==> config.mk <==
export PLATFORM = sky130hd
export DESIGN_NAME = dfs_topological_sort_core
export DESIGN_NICKNAME = d
export VERILOG_FILES = /design/src/hw/rtl/dfs_pkg.sv /design/src/hw/rtl/dfs_topological_sort_core.sv
export SDC_FILE = /design/constraint.sdc
export NUM_CORES = 1
export LEC_CHECK = 0
export ABC_AREA = 0
export BUFFER_PORTS_ARGS = -buffer_cell sky130_fd_sc_hd__buf_2
export CAP_MARGIN = 20
export CORE_AREA = 2 2 344 346
export DETAILED_ROUTE_END_ITERATION = 8
export DIE_AREA = 0 0 346 348
export PLACE_DENSITY = 0.53
export SLEW_MARGIN = 0
export SYNTH_ARGS = -nofsm -noshare
export SYNTH_HDL_FRONTEND = slang
export SYNTH_SLANG_ARGS = --single-unit
==> constraint.sdc <==
create_clock -name clk_i -period 10.8 [get_ports clk_i]
set_clock_uncertainty 0.15 [all_clocks]
set_input_delay 2.16 -clock clk_i [delete_from_list [all_inputs] [get_ports clk_i]]
set_output_delay 2.16 -clock clk_i [all_outputs]
set_load 0.05 [all_outputs]
==> src/hw/rtl/dfs_pkg.sv <==
`timescale 1ns / 1ps

package dfs_pkg;

  // Fixed field widths
  localparam int NodeW = 4;
  localparam int CfgW  = 5;

  // Default sizes
  localparam int DefMaxNodes = 16;
  localparam int DefMaxEdges = 64;

  localparam logic [CfgW-1:0] NodeCountRst = CfgW'(8);

  typedef enum logic [1:0] {
    ActAddEdge = 2'd0,
    ActRun     = 2'd1,
    ActClear   = 2'd2
  } dfs_action_e;

  typedef enum logic [2:0] {
    StIdle,
    StRoot,
    StScan,
    StPop,
    StEmit
  } dfs_state_e;

endpackage

==> src/hw/rtl/dfs_topological_sort_core.sv <==
`timescale 1ns / 1ps

// Depth-first topological sort engine. Edges are loaded one item per cycle
// (action add edge) into an edge memory in load order; a clear item empties
// it, and edges beyond MAX_EDGES are dropped and reported on edges_dropped_o
// until the next clear. Add edge and clear items finish in the cycle they are
// accepted and busy_o never rises for them. A run item clears the visited
// marks and walks the graph depth first, roots in ascending order and
// successors in load order, using a stack memory of (node, edge cursor)
// frames; edges touching a node at or above node_count (capped at MAX_NODES)
// are skipped. Once the walk is done, the nodes stream out in reverse
// finishing order, one per cycle on result_valid_o, last_o marking the final
// one. busy_o is high for the whole run and start_i is ignored meanwhile.
// During a run the single read port of the edge memory examines one edge per
// cycle; a return to a parent frame goes through a stack read (StPop) before
// the scan of that frame resumes.
// The receiver cannot stall results; they are valid for exactly one cycle.
// node_count may be written only while busy_o is low.
module dfs_topological_sort_core
  import dfs_pkg::*;
#(
  parameter int MAX_NODES = DefMaxNodes,
  parameter int MAX_EDGES = DefMaxEdges
) (
  input  logic             clk_i,
  input  logic             rst_ni,
  // configuration
  input  logic             cfg_we_i,
  input  logic [CfgW-1:0]  cfg_node_count_i,
  // item in
  input  logic             start_i,
  output logic             busy_o,
  input  logic [1:0]       action_i,
  input  logic [NodeW-1:0] src_node_i,
  input  logic [NodeW-1:0] dst_node_i,
  // results out
  output logic             result_valid_o,
  output logic [NodeW-1:0] order_node_o,
  output logic             last_o,
  output logic             edges_dropped_o
);

  localparam int NIW  = $clog2(MAX_NODES);      // node index
  localparam int NCW  = $clog2(MAX_NODES + 1);  // node count
  localparam int AW   = $clog2(MAX_EDGES);      // edge address
  localparam int EW   = $clog2(MAX_EDGES + 1);  // edge count / cursor
  localparam int CMPW = (NCW > CfgW) ? NCW : CfgW;
  localparam int SW   = NIW + EW;               // stack frame

  // ---------------------------------------------------------------------------
  // Control registers
  // ---------------------------------------------------------------------------
  dfs_state_e           state_q, state_d;
  logic [CfgW-1:0]      node_count_q;
  logic [EW-1:0]        edge_total_q, edge_total_d;
  logic                 ovf_q, ovf_d;
  logic [MAX_NODES-1:0] visited_q, visited_d;
  logic [NCW-1:0]       n_q, n_d;
  logic [NCW-1:0]       root_q, root_d;
  logic [NCW-1:0]       depth_q, depth_d;
  logic [NCW-1:0]       done_q, done_d;
  logic [NCW-1:0]       ep_q, ep_d;
  logic [NIW-1:0]       top_node_q, top_node_d;
  logic [EW-1:0]        top_cur_q, top_cur_d;

  // ---------------------------------------------------------------------------
  // Memories: edge list, walk stack, finish order
  // ---------------------------------------------------------------------------
  logic [NodeW-1:0] edge_src_mem [MAX_EDGES];
  logic [NodeW-1:0] edge_dst_mem [MAX_EDGES];
  logic [SW-1:0]    stack_mem    [MAX_NODES];
  logic [NodeW-1:0] order_mem    [MAX_NODES];

  logic [NodeW-1:0] edge_src_rd_q, edge_dst_rd_q;
  logic [SW-1:0]    stack_rd_q;
  logic [NodeW-1:0] order_rd_q;

  logic             edge_we;
  logic [AW-1:0]    edge_raddr;
  logic             stack_we;
  logic [NIW-1:0]   stack_waddr, stack_raddr;
  logic [SW-1:0]    stack_wdata;
  logic             order_we;
  logic [NIW-1:0]   order_waddr, order_raddr;
  logic [NodeW-1:0] order_wdata;

  always_ff @(posedge clk_i) begin
    if (edge_we) begin
      edge_src_mem[edge_total_q[AW-1:0]] <= src_node_i;
      edge_dst_mem[edge_total_q[AW-1:0]] <= dst_node_i;
    end
    edge_src_rd_q <= edge_src_mem[edge_raddr];
    edge_dst_rd_q <= edge_dst_mem[edge_raddr];
  end

  always_ff @(posedge clk_i) begin
    if (stack_we) begin
      stack_mem[stack_waddr] <= stack_wdata;
    end
    stack_rd_q <= stack_mem[stack_raddr];
  end

  always_ff @(posedge clk_i) begin
    if (order_we) begin
      order_mem[order_waddr] <= order_wdata;
    end
    order_rd_q <= order_mem[order_raddr];
  end

  // ---------------------------------------------------------------------------
  // Compare helpers (common width)
  // ---------------------------------------------------------------------------
  logic [CMPW-1:0] cnt_ext, max_ext, n_ext, src_ext, dst_ext, top_ext;
  logic [NCW-1:0]  n_run;
  logic            accept;
  logic            edge_hit;
  logic            depth_room;
  logic [NCW-1:0]  depth_m1, depth_m2;
  logic [EW-1:0]   cur_inc;
  logic [NIW-1:0]  dst_idx;

  assign cnt_ext = CMPW'(node_count_q);
  assign max_ext = CMPW'(MAX_NODES);
  assign n_run   = (cnt_ext > max_ext) ? max_ext[NCW-1:0] : cnt_ext[NCW-1:0];
  assign n_ext   = CMPW'(n_q);
  assign src_ext = CMPW'(edge_src_rd_q);
  assign dst_ext = CMPW'(edge_dst_rd_q);
  assign top_ext = CMPW'(top_node_q);
  assign dst_idx = dst_ext[NIW-1:0];

  assign accept     = start_i && (state_q == StIdle);
  // read data matches top_cur_q: the read address always follows top_cur_d
  assign edge_hit   = (src_ext == top_ext) && (dst_ext < n_ext) && !visited_q[dst_idx];
  assign depth_room = depth_q < NCW'(MAX_NODES);
  assign depth_m1   = depth_q - NCW'(1);
  assign depth_m2   = depth_q - NCW'(2);
  assign cur_inc    = top_cur_q + EW'(1);

  assign edge_raddr  = top_cur_d[AW-1:0];
  assign order_raddr = ep_d[NIW-1:0];

  // ---------------------------------------------------------------------------
  // Next state and datapath
  // ---------------------------------------------------------------------------
  always_comb begin
    state_d      = state_q;
    edge_total_d = edge_total_q;
    ovf_d        = ovf_q;
    visited_d    = visited_q;
    n_d          = n_q;
    root_d       = root_q;
    depth_d      = depth_q;
    done_d       = done_q;
    ep_d         = ep_q;
    top_node_d   = top_node_q;
    top_cur_d    = top_cur_q;
    edge_we      = 1'b0;
    stack_we     = 1'b0;
    stack_waddr  = depth_m1[NIW-1:0];
    stack_wdata  = {top_node_q, cur_inc};
    stack_raddr  = depth_m2[NIW-1:0];
    order_we     = 1'b0;
    order_waddr  = done_q[NIW-1:0];
    order_wdata  = top_ext[NodeW-1:0];

    case (state_q)
      StIdle: begin
        if (accept) begin
          case (action_i)
            ActAddEdge: begin
              if (edge_total_q < EW'(MAX_EDGES)) begin
                edge_we      = 1'b1;
                edge_total_d = edge_total_q + EW'(1);
              end else begin
                ovf_d = 1'b1;
              end
            end
            ActRun: begin
              visited_d = '0;
              n_d       = n_run;
              root_d    = '0;
              done_d    = '0;
              state_d   = StRoot;
            end
            ActClear: begin
              edge_total_d = '0;
              ovf_d        = 1'b0;
            end
            default: ;
          endcase
        end
      end

      StRoot: begin
        if (root_q >= n_q) begin
          if (done_q == '0) begin
            state_d = StIdle;
          end else begin
            ep_d    = done_q - NCW'(1);
            state_d = StEmit;
          end
        end else begin
          root_d = root_q + NCW'(1);
          if (!visited_q[root_q[NIW-1:0]]) begin
            visited_d[root_q[NIW-1:0]] = 1'b1;
            top_node_d = root_q[NIW-1:0];
            top_cur_d  = '0;
            depth_d    = NCW'(1);
            state_d    = StScan;
          end
        end
      end

      StScan: begin
        if (top_cur_q >= edge_total_q) begin
          // node finished
          if (done_q < NCW'(MAX_NODES)) begin
            order_we = 1'b1;
            done_d   = done_q + NCW'(1);
          end
          depth_d = depth_m1;
          if (depth_q == NCW'(1)) begin
            state_d = StRoot;
          end else begin
            state_d = StPop;
          end
        end else if (edge_hit) begin
          visited_d[dst_idx] = 1'b1;
          if (depth_room) begin
            stack_we   = 1'b1;
            top_node_d = dst_idx;
            top_cur_d  = '0;
            depth_d    = depth_q + NCW'(1);
          end else begin
            top_cur_d = cur_inc;
          end
        end else begin
          top_cur_d = cur_inc;
        end
      end

      StPop: begin
        top_node_d = stack_rd_q[SW-1:EW];
        top_cur_d  = stack_rd_q[EW-1:0];
        state_d    = StScan;
      end

      StEmit: begin
        if (ep_q == '0) begin
          state_d = StIdle;
        end else begin
          ep_d = ep_q - NCW'(1);
        end
      end

      default: state_d = StIdle;
    endcase
  end

  // ---------------------------------------------------------------------------
  // Outputs
  // ---------------------------------------------------------------------------
  always_comb begin
    busy_o          = (state_q != StIdle);
    result_valid_o  = (state_q == StEmit);
    last_o          = (state_q == StEmit) && (ep_q == '0);
    order_node_o    = order_rd_q;
    edges_dropped_o = ovf_q;
  end

  // ---------------------------------------------------------------------------
  // Registers
  // ---------------------------------------------------------------------------
  always_ff @(posedge clk_i or negedge rst_ni) begin
    if (!rst_ni) begin
      state_q      <= StIdle;
      node_count_q <= NodeCountRst;
      edge_total_q <= '0;
      ovf_q        <= 1'b0;
      visited_q    <= '0;
      n_q          <= '0;
      root_q       <= '0;
      depth_q      <= '0;
      done_q       <= '0;
      ep_q         <= '0;
      top_node_q   <= '0;
      top_cur_q    <= '0;
    end else begin
      state_q      <= state_d;
      if (cfg_we_i) begin
        node_count_q <= cfg_node_count_i;
      end
      edge_total_q <= edge_total_d;
      ovf_q        <= ovf_d;
      visited_q    <= visited_d;
      n_q          <= n_d;
      root_q       <= root_d;
      depth_q      <= depth_d;
      done_q       <= done_d;
      ep_q         <= ep_d;
      top_node_q   <= top_node_d;
      top_cur_q    <= top_cur_d;
    end
  end

  // ---------------------------------------------------------------------------
  // Assertions
  // ---------------------------------------------------------------------------
  a_last_ends_run: assert property (@(posedge clk_i) disable iff (!rst_ni)
    (result_valid_o && last_o) |=> !busy_o)
    else $error("run did not end after last result");

  a_scan_has_frame: assert property (@(posedge clk_i) disable iff (!rst_ni)
    (state_q == StScan) |-> (depth_q != '0))
    else $error("edge scan with empty walk stack");

  a_done_bounded: assert property (@(posedge clk_i) disable iff (!rst_ni)
    (state_q != StIdle) |-> (done_q <= n_q))
    else $error("more finished nodes than active nodes");

  a_cursor_bounded: assert property (@(posedge clk_i) disable iff (!rst_ni)
    (state_q == StScan) |-> (top_cur_q <= edge_total_q))
    else $error("edge cursor past end of edge list");

endmodule

# [Word level (Yosys, flattened, before mapping)]
# Memories as Yosys holds them, arrays and structs flattened. A register that Yosys moved wholly into a read port is not among the register bits.
# Cells that the tools add are included.
[word_totals] ff_bits=68 ram_bits=752 inputBits=19 output_inout_bits=8 word_cells=171 memories=4
[mem_list] name="edge_dst_mem" words=64 word_bits=4 rd=1 rd_ports_with_merged_regs=1 write_ports=1 line_no="dfs_topological_sort_core.sv:70" text="logic [NodeW-1:0] edge_dst_mem [MAX_EDGES];"
[mem_list] name="edge_src_mem" words=64 word_bits=4 rd=1 rd_ports_with_merged_regs=1 write_ports=1 line_no="dfs_topological_sort_core.sv:69" text="logic [NodeW-1:0] edge_src_mem [MAX_EDGES];"
[mem_list] name="stack_mem" words=16 word_bits=11 rd=1 rd_ports_with_merged_regs=1 write_ports=1 line_no="dfs_topological_sort_core.sv:71" text="logic [SW-1:0] stack_mem [MAX_NODES];"
[mem_list] name="order_mem" words=16 word_bits=4 rd=1 rd_ports_with_merged_regs=1 write_ports=1 line_no="dfs_topological_sort_core.sv:72" text="logic [NodeW-1:0] order_mem [MAX_NODES];"
[op_classes] addsub=9 n_lt_le_gt_ge=11 n_eq_ne=26 muxes=75 bitwise_logic=2 reduce_logical=30
[op_table] op="16-bit two-way mux" count=6
[op_table] op="5-bit two-way mux" count=14
[op_table] op="16-bit one-hot mux with 3 select lines" count=1
[op_table] op="7-bit two-way mux" count=6
[op_table] op="5-bit one-hot mux with 2 select lines" count=4
[op_table] op="16-bit OR" count=2
[op_table] op="2-bit != test (second input constant)" count=13
[op_table] op="1-bit two-way mux" count=22
[op_table] op="3-bit two-way mux" count=7
[op_table] op="7-bit one-hot mux with 3 select lines" count=1
[op_table] op="4-bit two-way mux" count=5
[op_table] op="4-bit AND reduction" count=5
[op_table] op="5-bit by 1-bit adder with 5-bit output (second input constant)" count=3
[op_table] op="3-bit one-hot mux with 5 select lines" count=1
[op_table] op="5-bit AND reduction" count=3
[op_table] op="5-bit by 1-bit subtractor with 5-bit output (second input constant)" count=3
[op_table] op="7-bit by 1-bit adder with 7-bit output (second input constant)" count=2
[op_table] op="7-bit one-hot mux with 2 select lines" count=1
[op_table] op="4-bit one-hot mux with 3 select lines" count=1
[op_table] op="5-bit logical NOT" count=2
[op_table] op="4-bit by 5-bit less-than comparator with 1-bit output (second input constant)" count=2
[op_table] op="5-bit less-than comparator (second input constant)" count=2
[op_table] op="2-bit nonzero test" count=5
[op_table] op="3-bit != test (second input constant)" count=3
[op_table] op="27 further kinds" count=39

# [Longest topological paths before layout]
# Gate-level depths: netlist of the first run.
[depth] word_depth=9 depth_mapped=19 ltp_nobuf=14

# [Worst setup path before layout of the first run]
# OpenSTA, ideal clock, no wires.
[synth_timing] path_kind="input to register" start="in start_i" end="mem edge_dst_mem[24][0], enable pin" setup_time_ns=0.370 t_arrival_ns=3.857 t_required_ns=10.280 slack_ns=6.423 path_stages=5 n_path_buf=0 cell_sequence="nor3b_1 > nand2b_1 > nor3_1 > nand3_1 > nor2_1"
[synth_via] elab_chain_len=5
[synth_rtl] element="start, declared" line_no="dfs_topological_sort_core.sv:31" text="input logic start_i,"
[synth_rtl] element="1-bit logical AND" line_no="dfs_topological_sort_core.sv:131" text="assign accept = start_i && (state_q == StIdle);"
[synth_rtl] element="1-bit two-way mux" line_no="dfs_topological_sort_core.sv:168" text="if (accept) begin"
[synth_rtl] element="1-bit two-way mux" line_no="dfs_topological_sort_core.sv:166" text="case (state_q)"
[synth_rtl] element="1-bit two-way mux" line_no="dfs_topological_sort_core.sv:88" text="if (edge_we) begin"
[synth_rtl] element="1-bit two-way mux (implied by the code)" line_no="dfs_topological_sort_core.sv:90" text="edge_dst_mem[edge_total_q[AW-1:0]] <= dst_node_i;"
[synth_rtl] element="end, declared" line_no="dfs_topological_sort_core.sv:70"
# Every way passes these cells.

# [Worst setup path in the final report of the first run]
[layout_timing] start="reg top_cur_q[0]" end="reg edge_dst_rd_q[1], in the netlist dst_idx[1] (read register of edge_dst_mem)"
[layout_via] elab_chain_len=5 word_cells_on_any_way=8 cone_classes="add/sub: 1; order compare: 1; mux: 6"
[layout_rtl] element="start, declared" line_no="dfs_topological_sort_core.sv:64" text="logic [EW-1:0] top_cur_q, top_cur_d;"
[layout_rtl] element="start signal, assigned" line_no="dfs_topological_sort_core.sv:302" text="top_cur_q <= top_cur_d;"
[layout_rtl] element="7-bit by 1-bit adder with 7-bit output *" line_no="dfs_topological_sort_core.sv:137" text="assign cur_inc = top_cur_q + EW'(1);"
[layout_rtl] element="via cur_inc[0]" line_no="dfs_topological_sort_core.sv:119" text="logic [EW-1:0] cur_inc;"
[layout_rtl] element="7-bit two-way mux" line_no="dfs_topological_sort_core.sv:229" text="if (depth_room) begin"
[layout_rtl] element="7-bit two-way mux *" line_no="dfs_topological_sort_core.sv:227" text="end else if (edge_hit) begin"
[layout_rtl] element="7-bit two-way mux *" line_no="dfs_topological_sort_core.sv:215" text="if (top_cur_q >= edge_total_q) begin"
[layout_rtl] element="7-bit one-hot mux with 3 select lines *" line_no="dfs_topological_sort_core.sv:166"
[layout_rtl] element="end, declared" line_no="dfs_topological_sort_core.sv:74" text="logic [NodeW-1:0] edge_src_rd_q, edge_dst_rd_q;"
# The timed path passes the listed nets; every way through them passes the cells marked *. The select of a mux whose other input is x is not followed.
# A chain may end at the register's enable or synchronous reset.

==> results of run 1 <==
==> area by class of cell <==
type	instances	area (um2)
Tap cell	1536	1920
Multi-Input combinational cell	1403	9340
Inverter	34	135
Clock buffer	116	2340
Timing Repair Buffer	60	500
Fill cell	11300	77500
Sequential cell	843	24800
Clock inverter	45	477
==> stage by stage <==
stage | hold slack [ps] | area, um2 | setup WS [ps] | power, mW | utilization, %
after floorplan | 248 | 34800 | 6420 | 7.69 | -
after CTS | 373 | 39300 | 4370 | 12.2 | 33.6
after detailed placement | 359 | 36500 | 4410 | 9.23 | 31.2
final | 361 | 39500 | 4410 | 12.2 | 33.7
after global placement | 355 | 36500 | 4550 | 9.14 | 31.2
after global routing | 391 | 39500 | 4050 | 12.9 | 33.7
==> critical path, stage by stage (launching register included) <==
cell and delay [ps]:
dfrtp_1 450, inv_1 370, ha_1 320, nand2b_1 150, a211oi_1 350, o311ai_2 260, nor2_2 390, nand2_1 240
o211a_4 490, inv_2 440, buf_4 780, nand3_2 750, a21oi_1 460, nor4_1 160, o211ai_1 320, or4_1 170
==> worst max-delay path by stage <==
stage | slack (ps) | cells after the start | to
floorplan | 6420 | 5 | edge_dst_mem[24][0]$_DFFE_PP_
global placement | 4550 | 13 | dst_idx[2]$_DFF_P_
detailed placement | 4410 | 13 | dst_idx[2]$_DFF_P_
CTS | 4370 | 15 | dst_idx[1]$_DFF_P_
global route | 4050 | 13 | dst_idx[2]$_DFF_P_
finish | 4410 | 15 | dst_idx[1]$_DFF_P_
==> layer usage <==
layer	track usage [%]	wire length [um]	vias up	share of wire, %
met4	3.49	1520	0	1.7
met3	2.33	5090	105	5.8
met5	0	0	-	0
li1	-	-	9194	-
met1	19.9	39000	10500	44
met2	23.5	42300	618	48
==> sequential cells by signal (all words and copies together), names as in the netlist, 7 cells and up <==
signal and count:
stack_mem 176, top_cur_q 7, edge_dst_mem 256, order_mem 64, edge_src_mem 256, stack_rd_q 11
edge_total_q 7, visited_q 16
==> layout by cell type, fill, tap and decap left out, types with 37 or more instances in the layout <==
cell type  instances
dfrtp_1           65
nand2_1          389
clkbuf_16         87
o21ai_0           37
mux2i_1          125
mux4_2            62
nor2_1           133
edfxtp_1         752
nand3_1          131
a21oi_1          129
==> kinds of logic after synthesis <==
family                   share of synthesized area, %
AO/OA/AOI/OAI                                    6.56
XOR/XNOR                                        0.604
adder cells (fa/ha/maj)                          1.29
buffers and inverters                            2.25
flip-flops                                       71.1
multiplexers                                     7.90
AND/OR/NAND/NOR                                  10.3
==> report_power, final <==
part / total (mW) / switching (mW) / internal, mW / leakage [nW]
Sequential: 4.16 / 0.280 / 3.88 / 7.83
Combinational: 5.05 / 3.34 / 1.71 / 3.88
Clock: 2.97 / 1.25 / 1.72 / 1.38
==> flow_summary_export.csv, run 1 <==
group,metric,value,unit
status,outcome,"finished, final reports clean",
drt,vias,20400,
floorplan,die_w,346,um
floorplan,initial_utilization,29.8,%
power_and_ir_drop,power.static_leakage,13.1,nW
run,max_cap_viol_count,0,
cts,cts.sink_count,843,
floorplan,die-area,0.120,mm2
cts,ctsHoldBuffers,0,
placed_design,dp_hpwl,53300,um
cts,cts_made_buffers,87,
drt,dr.pass1.iters,5,
critical_path,r2r_cells,15,
min_path,holdPathEnd,"top_cur_q[6]$_DFFE_PN0P_",
placed_design,dp_cells,3870,
logic_synthesis,synth_area,0.0348,mm2
logic_synthesis,synth_seq_area_share,71.1,%
cts,post_cts_resized,0,
critical_path,critPathCaptureType,"flip-flop",
critical_path,r2r_start,"top_cur_q[0]$_DFF_PN0_",
critical_path,reg2reg_slack,4410,ps
final_layout,nNetsFinal,2484,
logic_synthesis,synth.distinct_cells,74,
sta,layout_min_cycle_time,6390,ps
sta,maxSlewViolCount,0,
global_route,track_usage,14.4,%
critical_path,reg2reg_to,"dst_idx[1]$_DFF_P_",
global_route,grt_pass1_wl,131000,um
logic_synthesis,syn_nets,2475,
global_route,overflow,0,
logic_synthesis,synth_flop_cell,"edfxtp_1",
power_and_ir_drop,p_per_area,309,mW/mm2
critical_path,setup.worst_path.start_class,"flip-flop",
critical_path,critPathKind,"reg -> reg",
min_path,hold_depth,2,
drt,drc,0,
sta,finalSetupViolCount,0,
sta,relSlewSlack,30.4,%
cts,cts_setup_buffers,0,
critical_path,crit_arrival,6820,ps
cts,clockBufferDepth,3,
sta,setup_tns,0,ps
final_layout,area_growth_syn_to_layout,13.4,%
sta,clock.fmax,156,MHz
min_path,hold_path.class,"reg -> reg",
critical_path,cp.required,11230,ps
drt,antenna_left,0,
floorplan,row_count,126,
global_route,grt_pass1_vias,19900,
logic_synthesis,yosysWarnings,0,
drt,drtIter0Drc,2016,
critical_path,critPathLaunch,"top_cur_q[0]$_DFF_PN0_",
drt,wire_per_inst,21.8,um
logic_synthesis,synth_largest_area_cell,"edfxtp_1",
floorplan,ios,27,
logic_synthesis,synth_area_leaders,"edfxtp_1, dfrtp_1, nand2_1",
logic_synthesis,yosys.area.top_type_share,64.9,%
logic_synthesis,yosysMostFrequentCell,"edfxtp_1",
final_layout,drive_gt1_share,11.3,%
sta,hold_viol_final,0,
cts,path_clk_slew,60,ps
placed_design,port-buffer-count,26,
critical_path,cp_max_fo,75,
sta,timing.final.crit_share,59.2,%
cts,root_buffer,"clkbuf_16",
drt,viasPerCell,5.05,
sta,rsz0062_at_grt,"no",
sta,tightest_slew,1040,ps
cts,cts-htree-levels,3,
drt,routed_wl,88000,um
global_route,grt_max_degree,187,
logic_synthesis,syn_avg_cell_area,14.4,um2
logic_synthesis,ys_ff_latch,843,
final_layout,final_cells,4037,
cts,worst_skew_pair.late_latency,650,ps
min_path,holdCritStartpoint,"stack_rd_q[6]$_DFF_P_",
logic_synthesis,synthCells,2420,
cts,cts_tree,"built",
logic_synthesis,synth_edf_count,752,
logic_synthesis,async_flop_share,8.07,%
floorplan,core-area,0.117,mm2
power_and_ir_drop,peakVddDrop,267,uV
global_route,antenna_found_initial,3,
floorplan,dieHeight,348,um
final_layout,num_antenna_cells,0,
placed_design,gp_congestion,0.847,
logic_synthesis,synth_commonest_cells,"edfxtp_1, nand2_1, nor2_1, nand3_1, a21oi_1",
Note: power is estimated with default switching activity, not from simulation.
==> run 2, diff against run 1 <==
ABC_AREA = 1   (was 0)
CORE_AREA = 2 2 357 359   (was 2 2 344 346)
DIE_AREA = 0 0 359 361   (was 0 0 346 348)
PLACE_DENSITY = 0.54   (was 0.53)
clock period = 5.8 ns   (was 10.8 ns; I/O delays follow)
==> flow_summary_export.csv, run 2 <==
group,metric,value,unit
status,outcome,"finished, final reports clean",
critical_path,path_buf_inv,2,
critical_path,crit_family,"simple AND/OR/NAND/NOR gates",
logic_synthesis,synth_area_leaders,"edfxtp_1, nand3_1, nand2_1",
global_route,busiest_layer,"met2",
floorplan,core-area,0.125,mm2
sta,hold_viol_final,0,
final_layout,utilization,33.7,%
logic_synthesis,synth_largest_area_cell,"edfxtp_1",
final_layout,fin_area,0.0423,mm2
cts,post_cts_resized,0,
placed_design,port-buffer-count,26,
cts,ctsHoldBuffers,0,
logic_synthesis,async_flop_share,8.07,%
logic_synthesis,synth_commonest_cells,"edfxtp_1, nand2_1, nand3_1, inv_1, nor2_1",
sta,relSlewSlack,31.7,%
cts,cts-htree-levels,3,
global_route,antenna_found_initial,0,
final_layout,area_growth_syn_to_layout,12.6,%
global_route,use_met3,2.20,%
logic_synthesis,yosysMostFrequentCell,"edfxtp_1",
drt,routed_wl,101000,um
placed_design,dp_hpwl,60000,um
drt,drc,0,
min_path,hold_path.class,"reg -> reg",
final_layout,multi_input_area,0.00981,mm2
run,max_cap_viol_count,0,
logic_synthesis,synth.distinct_cells,52,
logic_synthesis,synth_area,0.0375,mm2
logic_synthesis,synth_flop_cell,"edfxtp_1",
placed_design,dpl_cell_area,0.0395,mm2
critical_path,critPathKind,"reg -> reg",
critical_path,crit_arrival,5100,ps
critical_path,slowest_stage,"buf_4",
final_layout,drive_gt1_share,6.79,%
critical_path,critPathCaptureType,"flip-flop",
logic_synthesis,yosysWarnings,0,
global_route,overflow,0,
sta,setup_tns,0,ps
final_layout,num_antenna_cells,0,
global_route,grt_max_degree,129,
sta,maxSlewViolCount,0,
sta,tightest_slew,1020,ps
cts,cts_made_buffers,87,
drt,dr.pass1.iters,6,
final_layout,final_cell_mix,"edfxtp_1, nand2_1, nand3_1",
cts,root_buffer,"clkbuf_16",
final_layout,fillCellCount,12600,
final_layout,final_common_cell,"edfxtp_1",
placed_design,gp_congestion,0.856,
power_and_ir_drop,p_per_area,608,mW/mm2
global_route,grt_util_met1,21.6,%
sta,timing.final.crit_share,81.5,%
sta,finalSetupViolCount,0,
logic_synthesis,synthCells,3586,
global_route,grt_use_met2,24.5,%
global_route,grt_pass1_wl,154000,um
critical_path,cp_cell_sequence,"ha_1 -> nand2_1 -> inv_1 -> nand2_1 -> nand2_1 -> nand2_1 -> nand3_1 -> nor2_1 -> nand3_2 -> nand3_2 -> nand2_1 -> nand2_4 -> buf_4 -> nand3b_1 -> nand3_1 -> nand3_1 -> nand3_1 -> nand3_1 -> nand3_1 -> nand2_1",
final_layout,regArea,0.0247,mm2
final_layout,final_cells,5315,
logic_synthesis,synth_seq_area_share,65.9,%
critical_path,cp_max_fo,72,
cts,cts_setup_buffers,0,
drt,viasPerCell,4.80,
logic_synthesis,syn_nets,3641,
floorplan,die-area,0.130,mm2
cts,clockBufferDepth,3,
cts,worst_skew_pair.late_latency,660,ps
drt,drtIter0Drc,2412,
placed_design,dp_cells,5154,
floorplan,die_w,359,um
logic_synthesis,synth_edf_count,752,
drt,antenna_left,0,
drt,wire_per_inst,19.1,um
sta,clock.fmax,212,MHz
floorplan,row_count,130,
logic_synthesis,syn_avg_cell_area,10.5,um2
sta,rsz0062_at_grt,"no",
logic_synthesis,yosys.area.top_type_share,60.2,%
cts,path_clk_slew,60,ps
final_layout,nNetsFinal,3652,
floorplan,initial_utilization,29.9,%
cts,cts_tree,"built",
global_route,track_usage,15.4,%
critical_path,max_stage_delay,810,ps
global_route,grt_pass1_vias,24500,
critical_path,cp.required,6180,ps
sta,layout_min_cycle_time,4730,ps
drt,vias,25500,
floorplan,dieHeight,361,um
logic_synthesis,ys_ff_latch,843,
power_and_ir_drop,p_total,25.7,mW
critical_path,setup.worst_path.start_class,"flip-flop",
floorplan,ios,27,
power_and_ir_drop,peakVddDrop,652,uV
power_and_ir_drop,power.static_leakage,16.5,nW
cts,cts.sink_count,843,
[run 2: cell types whose count changed after synthesis, moves of 118 or more]
| cell | change |
|---|---|
| nand2_1 | +230 |
| nand3_1 | +472 |
| inv_1 | +527 |
| nor2_1 | +118 |
| mux2i_1 | -125 |
| o21ai_0 | +149 |
[run 2: power breakdown]
part / switching [mW] / internal, mW
clock: 2.41 / 3.10
sequential: 0.368 / 7.23
combinational: 9.17 / 3.42
[run 2: worst reg2reg max path: stages, from the launching register on]
cell and delay (ps):
dfxtp_1 720, ha_1 360, nand2_1 60, inv_1 30, nand2_1 40, nand2_1 50, nand2_1 60, nand3_1 70
nor2_1 190, nand3_2 200, nand3_2 160, nand2_1 100, nand2_4 400, buf_4 850, nand3b_1 220, nand3_1 180
nand3_1 90, nand3_1 180, nand3_1 160, nand3_1 240, nand2_1 90
[run 2: metrics by stage]
stage	hold WS (ps)	worst slack, ps
after detailed placement	325	1200
after floorplan	291	2350
after global placement	314	1200
after CTS	340	1170
after global routing	377	821
final	338	1070
[run 2: worst paths after layout]
path	from	cells after the start	slack [ps]	endpoint
worst min-delay path	edges_dropped_o$_DFFE_PN0P_	2	340	edges_dropped_o$_DFFE_PN0P_
min in group asynchronous	rst_ni	1	460	edges_dropped_o$_DFFE_PN0P_
worst max-delay path	dst_idx[1]$_DFF_P_	20	1070	dst_idx[0]$_DFF_P_
worst max register to register	dst_idx[1]$_DFF_P_	20	1070	dst_idx[0]$_DFF_P_
worst min register to register	edges_dropped_o$_DFFE_PN0P_	2	340	edges_dropped_o$_DFFE_PN0P_
max in group asynchronous	rst_ni	1	4270	depth_q[0]$_DFFE_PN0P_
[run 2: layout make-up]
| type | count | area share (%) |
|---|---|---|
| Inverter | 569 | 5.07 |
| Clock inverter | 44 | 0.971 |
| Clock buffer | 113 | 5.55 |
| Timing Repair Buffer | 94 | 1.78 |
| Tap cell | 1650 | 4.88 |
| Multi-Input combinational cell | 2002 | 23.2 |
| Sequential cell | 843 | 58.5 |
[run 2: per-layer routing]
metal | share of wire (%) | vias to the layer above
li1 | - | 12200
met1 | 45 | 12300
met2 | 46 | 857
met3 | 6.1 | 153
met4 | 2.7 | 0
met5 | 0 | -
[run 2: kinds of logic (layout without fill, tap and decap cells)]
logic type                 after synthesis  in the layout  share of synthesized area (%)
adders and majority gates               36             36                           1.20
DFF                                    843            843                           65.9
AOI/OAI and AO/OA                      354            354                           5.48
buffers and inverters                  741            820                           8.02
muxes                                    1              1                         0.0300
and+or+nand+nor                       1593           1593                           18.9
xor gates and xnor gates                18             18                          0.420
